[src/sv/lfsa_pkg.sv]
`default_nettype none
// ----------------------------------------------------------------------------
// lfsa_pkg
// Shared constants and the request record that moves down the slot chain.
// ----------------------------------------------------------------------------
package lfsa_pkg;

    localparam int MAX_SLOTS = 64;
    localparam int TIME_BITS = 32;
    localparam int IDX_W     = (MAX_SLOTS > 1) ? $clog2(MAX_SLOTS) : 1;
    localparam int CNT_W     = $clog2(MAX_SLOTS + 1);

    // Port field widths
    localparam int SLOT_IDX_W  = 6;
    localparam int SLOTS_USE_W = 7;
    localparam int IN_DATA_W   = 2 * TIME_BITS;
    localparam int OUT_FIELD_W = SLOT_IDX_W + SLOTS_USE_W;
    localparam int OUT_DATA_W  = ((OUT_FIELD_W + 7) / 8) * 8;

    typedef logic [TIME_BITS-1:0] time_t;

    typedef struct packed {
        logic             valid;
        logic             new_group;
        time_t            arrival;
        time_t            leave;
        logic             found;
        logic [IDX_W-1:0] pick;
        logic [CNT_W-1:0] used;
    } lfsa_req_t;

endpackage

`default_nettype wire

[src/sv/lfsa_cell.sv]
`default_nettype none
// ----------------------------------------------------------------------------
// lfsa_cell
// One slot: holds its release time and used flag, claims a passing request
// when free and not yet claimed upstream, and hands the request on.
// ----------------------------------------------------------------------------
module lfsa_cell (
    input  wire                       clk,
    input  wire                       rst_n,
    input  wire                       adv,
    input  wire [lfsa_pkg::IDX_W-1:0] cell_idx,
    input  wire lfsa_pkg::lfsa_req_t  req_in,
    output lfsa_pkg::lfsa_req_t       req_out
);
    import lfsa_pkg::*;

    time_t     release_reg;
    logic      used_reg;
    lfsa_req_t req_reg;

    time_t            rel_eff;
    logic             used_eff;
    logic             claim;
    logic [CNT_W-1:0] idx_plus;
    lfsa_req_t        req_next;

    always_comb
    begin
        // a new group sees every slot cleared
        rel_eff  = req_in.new_group ? '0 : release_reg;
        used_eff = req_in.new_group ? 1'b0 : used_reg;
        claim    = req_in.valid && !req_in.found && (rel_eff <= req_in.arrival);
        idx_plus = CNT_W'(cell_idx) + CNT_W'(1);

        req_next = req_in;
        if (claim)
        begin
            req_next.found = 1'b1;
            req_next.pick  = cell_idx;
        end
        if (used_eff || claim)
        begin
            req_next.used = idx_plus;
        end
    end

    always_ff @(posedge clk or negedge rst_n)
    begin
        if (!rst_n)
        begin
            release_reg <= '0;
            used_reg    <= 1'b0;
            req_reg     <= '0;
        end
        else if (adv)
        begin
            req_reg <= req_next;
            if (claim)
            begin
                release_reg <= req_in.leave;
                used_reg    <= 1'b1;
            end
            else if (req_in.valid && req_in.new_group)
            begin
                release_reg <= '0;
                used_reg    <= 1'b0;
            end
        end
    end

    assign req_out = req_reg;

endmodule

`default_nettype wire

[config.mk]
export PLATFORM = sky130hd
export DESIGN_NAME = lfsa_cell
export DESIGN_NICKNAME = d
export VERILOG_FILES = /design/src/sv/lfsa_pkg.sv /design/src/sv/lfsa_cell.sv
export SDC_FILE = /design/constraint.sdc
export NUM_CORES = 1
export LEC_CHECK = 0
export BUFFER_PORTS_ARGS = -buffer_cell sky130_fd_sc_hd__buf_2
export CAP_MARGIN = 20
export CORE_ASPECT_RATIO = 0.7
export CORE_MARGIN = 10
export CORE_UTILIZATION = 52
export DETAILED_ROUTE_END_ITERATION = 10
export GPL_ROUTABILITY_DRIVEN = 0
export PLACE_DENSITY = 0.85
export RECOVER_POWER = 25
export SLEW_MARGIN = 30
export SYNTH_ARGS = -nofsm -noshare
export SYNTH_HDL_FRONTEND = slang
export SYNTH_SLANG_ARGS = --single-unit
[constraint.sdc]
create_clock -name clk -period 2.95 [get_ports clk]
set_clock_uncertainty 0.1 [all_clocks]
set_input_delay 0.4425 -clock clk [delete_from_list [all_inputs] [get_ports clk]]
set_output_delay 0.4425 -clock clk [all_outputs]
set_load 0.05 [all_outputs]
==> results of run 1 <==
==> Yosys cell counts (all sizes together) <==
| cell type | instances |
|---|---|
| or2b | 1 |
| a31oi | 1 |
| dfrtp | 113 |
| buf | 9 |
| or2 | 1 |
| mux2 | 66 |
| nand2b | 1 |
| nor3 | 7 |
| inv | 35 |
| nand3 | 7 |
| o31a | 1 |
| mux2i | 10 |
| and3 | 2 |
| clkbuf | 16 |
| a221o | 6 |
| a41oi | 1 |
| o311ai | 1 |
| xor2 | 4 |
| and4 | 4 |
| o211ai | 3 |
| a2111o | 1 |
| nor2b | 36 |
| and2 | 7 |
| ha | 33 |
| a22o | 33 |
| a21o | 3 |
| a21oi | 24 |
| o21ai | 3 |
| o21a | 2 |
| o22ai | 1 |
| nand2 | 12 |
| nor2 | 5 |
| nand4 | 5 |
| a21boi | 2 |
| nor4 | 2 |
==> layer usage <==
metal	global-route usage, %	vias to the layer above	part of all wire, %	wire length (µm)
met4	5.16	2	0.59	85
met3	7.25	10	8.8	1270
met2	30.3	150	46	6660
met5	0	-	0.096	14
li1	-	1995	-	-
met1	24.0	2071	45	6480
==> power by group through the flow <==
| stage | sequential, mW | clock [mW] | combinational, mW |
|---|---|---|---|
| 6_report | 1.84 | 1.97 | 1.19 |
| 5_1_grt | 1.87 | 2.08 | 1.27 |
| 4_1_cts | 1.84 | 2.01 | 1.20 |
| 3_5_place_dp | 1.86 | 0 | 1.20 |
| 3_3_place_gp | 1.85 | 0 | 1.16 |
| 2_1_floorplan | 2.28 | 0 | 0.400 |
==> kinds of logic after synthesis <==
logic type | after synthesis
buf+inv | 60
xor+xnor | 4
flops | 113
mux | 76
fa+ha+maj | 33
compound gates | 82
simple gates | 90
==> layout make-up <==
| type | instances | area [µm²] | share of cell area (%) |
|---|---|---|---|
| clock buffers | 24 | 492 | 6.82 |
| clock inverters | 6 | 80.1 | 1.11 |
| inverters | 35 | 131 | 1.82 |
| multi-input cells | 285 | 2490 | 34.5 |
| flip-flops and latches | 113 | 2830 | 39.2 |
| well taps | 132 | 165 | 2.29 |
| repair buffers | 183 | 1020 | 14.2 |
==> path summary, 6_finish.rpt <==
kind	endpoint	cells past startpoint	slack, ns
hold / removal	release_reg[29]	2	0.18
setup reg to reg	release_reg[14]	10	0.20
setup / recovery	release_reg[14]	10	0.20
min in group asynchronous	req_out[21]	2	0.42
max in group asynchronous	release_reg[10]	2	1.32
hold reg to reg	release_reg[31]	1	0.39
==> stage by stage <==
| stage | util [%] | cell area (µm²) |
|---|---|---|
| floorplan | - | 5590 |
| global placement | 63.9 | 6650 |
| detailed placement | 63.9 | 6650 |
| CTS | 69.4 | 7220 |
| global route | 69.3 | 7210 |
| finish | 69.3 | 7210 |
==> reports/results.ini, run 1 <==
[clock_tree]
cts_resized=0
clkTransAtPathRegs_ns=0.05
root_buffer=clkbuf_16
cts.sinks=113
cts_inserted_buffers=17
cts_hold_buf=0
htreeDepth=4
clockBufferDepth=2
cts_tree=built
clock_latency_ns=0.40
post-cts-setup-buffers=0

[power]
swShare_pct=30.9
p_leak_nw=3.66
intPower_mw=3.46
comb_power_share_pct=23.7
p_per_area_nw_per_um2=695
pwr-share-clk_pct=39.5
finalPower_mw=5.01
p_seq_share_pct=36.8
p_switching_mw=1.55
irDropWorstVdd_uv=427

[final_layout]
final_common_cell=buf_2
diodes=0
area_growth_pct=29.6
fillCellCount=772
largest_reg_flops=80
nNetsFinal=757
drive_gt1_share_pct=44.7
final_cell_mix=buf_2, dfrtp_1, mux2_2
finalNonFillerCells=778

[floorplan]
io_pins=169
dieArea_um2=15300
initial_utilization_pct=53.5
coreArea_um2=10400
die_h_um=107
rows=31
die_w_um=144

[timing]
finalSetupTns_ns=0
rsz0062_at_grt=no
hold_violations=0
whs_ns=0.183
finalSetupViolations=0
worst_pin_slew_ns=1.52
period_share_pct=93.3
clock.fmax_mhz=363
relSlewSlack_pct=-1.60
fin_ws_ns=0.198
period_minus_slack_ns=2.75
maxSlewViolCount=113

[synthesis]
ys_warn_count=0
synth_top_family_by_area=multiplexers
seq_area_frac_synth_pct=50.9
netlist-cell-type-count=47
synth_top_area_share_pct=50.9
synth_xor_area_share_pct=0.630
synth-simple-area-share_pct=9.97
yosysTopAreaCell=dfrtp_1
synth_seq_cells=113
syn-cell-area_um2=5560
synthTopCellsByArea=dfrtp_1, mux2_2, ha_1, a22o_1, nor2b_1
syn_area_per_cell_um2=12.1
synth_compound_area_share_pct=11.4
synth-adder-area-share_pct=7.43
synth_mux_area_share_pct=15.2
syn_nets=580
synth_cells=458

[critical_path]
cp-end-kind=flop
cp_slowest_cell=dfrtp_1
crit_type=flop to flop
critPathLaunchType=flop
crit_chain=nor2b_1 -> ha_1 -> and4_4 -> and3_4 -> a2111o_1 -> o21a_1 -> buf_4 -> nor3_4 -> buf_4 -> a22o_1
crit_family=compound AO/OA/AOI/OAI gates
r2r-start=release_reg[26]
cp.buffers_inverters=2
crit_top_cell=buf_4
crit_fanout=17
crit_start=release_reg[26]
critPathRequiredTime_ns=3.18
cp.arrival_ns=2.98
slowest_delay_ns=0.38

[job]
max-cap-violations=0

[placement]
dp_hpwl_um=11100
io_buffers=168
place_ws_ns=-0.107
dpl.cell_count=748

[hold_path]
worstHoldStart=req_in[43]
min_path_type=input port to flop

[grt]
grt.total_usage_pct=19.1
grt_max_degree=114
grt_pass1_vias=4636
grt_pass1_wl_um=23500
grt-ovfl-total=0
antenna_found_initial=1

[status]
violations=slew limit
status=finished with violations

[routing]
drcViolationCount=0
drtIter0Drc=172
drt-pass1-iter-count=4
viasPerCell=5.43
wl_per_cell_um=18.6
wl_um=14500
drtAntennaViolNets=0
num_vias=4228

Note: power is estimated with default switching activity, not from simulation.
==> run 2: changes to the inputs <==
- CORE_ASPECT_RATIO: 0.7 -> 0.75
- RECOVER_POWER: 25 -> default
- SETUP_SLACK_MARGIN: default -> 0.2
==> reports/results.ini, run 2 (synthesis results as in run 1) <==
[status]
status=finished, final reports clean

[job]
max-cap-violations=0  ; unchanged

[critical_path]
r2r-start=release_reg[26]
cp-end-kind=flop
crit_type=flop to flop
rr_endpoint=release_reg[5]
critPathLaunchType=flop
cp.arrival_ns=2.96  ; -0.02 ns
r2r_cells=11  ; +1
critPathRequiredTime_ns=3.20  ; +0.02 ns
crit_fanout=11  ; -6
r2r_setup_slack_ns=0.24  ; +0.04 ns

[final_layout]
diodes=0  ; unchanged
ff_latch_area_um2=2830  ; unchanged
drive_gt1_share_pct=47.6  ; +2.9 points
postLayoutCellArea_um2=7400  ; +2.7%
nNetsFinal=768  ; +1.5%
final_cell_mix=buf_2, dfrtp_1, mux2_2
finalNonFillerCells=795  ; +2.2%
final_common_cell=buf_2
largest_reg_flops=80  ; unchanged
post-route-util_pct=71.4  ; +2.0 points
fillCellCount=737  ; -4.5%
multi_input_area_um2=2540  ; +2.0%
area_growth_pct=33.1

[routing]
drcViolationCount=0  ; unchanged
wl_um=15200  ; +4.9%
drtIter0Drc=230  ; +34%
drt-pass1-iter-count=4  ; unchanged
drtAntennaViolNets=0  ; unchanged
viasPerCell=5.44  ; about the same
wl_per_cell_um=19.1  ; +2.6%
num_vias=4323  ; +2.2%

[power]
comb_power_share_pct=24.2  ; +0.5 points
p_switching_mw=1.67  ; +7.9%
p_seq_share_pct=36.2  ; -0.6 points
pwr-share-clk_pct=39.6  ; about the same
swShare_pct=32.8  ; +1.9 points
finalPower_mw=5.08  ; +1.6%
p_leak_nw=3.71  ; +1.4%
p_per_area_nw_per_um2=687  ; -1.1%
irDropWorstVdd_uv=588  ; +38%
intPower_mw=3.41  ; -1.3%

[timing]
hold_violations=0  ; unchanged
rsz0062_at_grt=no
finalSetupViolations=0  ; unchanged
worst_pin_slew_ns=0.814  ; -0.710 ns
clock.fmax_mhz=369  ; +1.6%
period_share_pct=91.9  ; -1.4 points
period_minus_slack_ns=2.71  ; -0.0422 ns
maxSlewViolCount=0  ; -100%
relSlewSlack_pct=45.7  ; +47 points
finalSetupTns_ns=0  ; unchanged
whs_ns=0.0271  ; -0.156 ns
fin_ws_ns=0.240  ; +0.0422 ns

[placement]
io_buffers=168  ; unchanged
dp_hpwl_um=11300  ; +2.4%
dpl.cell_count=752  ; +0.53%
place_ws_ns=-0.0770  ; +0.0296 ns
placed_area_um2=6640  ; -0.11%

[clock_tree]
clockBufferDepth=2  ; unchanged
clkTransAtPathRegs_ns=0.06  ; about the same
cts_hold_buf=0  ; unchanged
clock_latency_ns=0.41  ; about the same
root_buffer=clkbuf_16
cts_inserted_buffers=17  ; unchanged
cts_tree=built
cts.sinks=113  ; unchanged
htreeDepth=4  ; unchanged

[grt]
grt-ovfl-total=0  ; unchanged
grt.total_usage_pct=19.6  ; +0.49 points
antenna_found_initial=0  ; -1
grt_pass1_vias=4767  ; +2.8%
grt_pass1_wl_um=24300  ; +3.4%
grt_max_degree=64  ; -44%

[floorplan]
initial_utilization_pct=53.6  ; +0.13 points
dieArea_um2=15300  ; -0.15%
io_pins=169  ; unchanged
rows=32  ; +3.2%
coreArea_um2=10400  ; -0.24%
die_h_um=110  ; +2.8%
die_w_um=139  ; -2.9%

[hold_path]
min_path_type=input port to asynchronous set/reset pin

run 2: cell types whose count changed in the layout (fill, tap and decap cells not counted), sizes merged:
cell / delta
buf: +11
clkbuf: -7
clkinvlp: +7
inv: +2
run 2: per-layer routing:
metal	vias up	global-route usage, %	part of all wire, %
li1	2019	-	-
met1	2120	23.8	43
met2	169	31.7	47
met3	15	8.27	8.6
met4	0	5.35	0.93
met5	-	0	0
run 2: final cells by class:
type,instances,share of cell area (%)
Tap cell,136,2.30
Sequential cell,113,38.2
Timing Repair Buffer,194,15.5
Inverter,35,1.78
Clock buffer,17,5.75
Clock inverter,15,2.18
Multi-Input combinational cell,285,34.3
run 2: worst max-delay path, stage by stage (launching register included):
cell and delay [ns]:
dfrtp_1 0.37, nor2b_4 0.12, ha_1 0.31, and4_4 0.21, and3_4 0.18, a2111o_1 0.40
o21a_1 0.23, buf_6 0.13, nor3_4 0.13, buf_6 0.16, clkbuf_16 0.16, a22o_1 0.14
run 2: power groups by stage:
stage,combinational [mW],sequential (mW),clock [mW]
detailed placement,1.20,1.86,0
global route,1.32,1.86,2.12
finish,1.23,1.84,2.01
floorplan,0.400,2.28,0
CTS,1.21,1.84,2.04
global placement,1.16,1.85,0
run 2: worst max-delay path by stage:
stage | from | to | depth (start not counted)
5_1_grt | release_reg[26] | release_reg[10] | 11
3_5_place_dp | req_in[78] | release_reg[28] | 11
3_3_place_gp | req_in[78] | release_reg[23] | 11
6_report | release_reg[26] | release_reg[5] | 11
4_1_cts | release_reg[26] | req_out[12] | 8
2_1_floorplan | req_in[78] | req_out[10] | 12
run 2: what timing repair did:
| item | in CTS | in global routing |
|---|---|---|
| resized for setup | 0 | 13 |
| endpoints found under the hold margin | 0 | 0 |
| endpoints found under the setup margin | 0 | 40 |
| setup buffers | 0 | 9 |
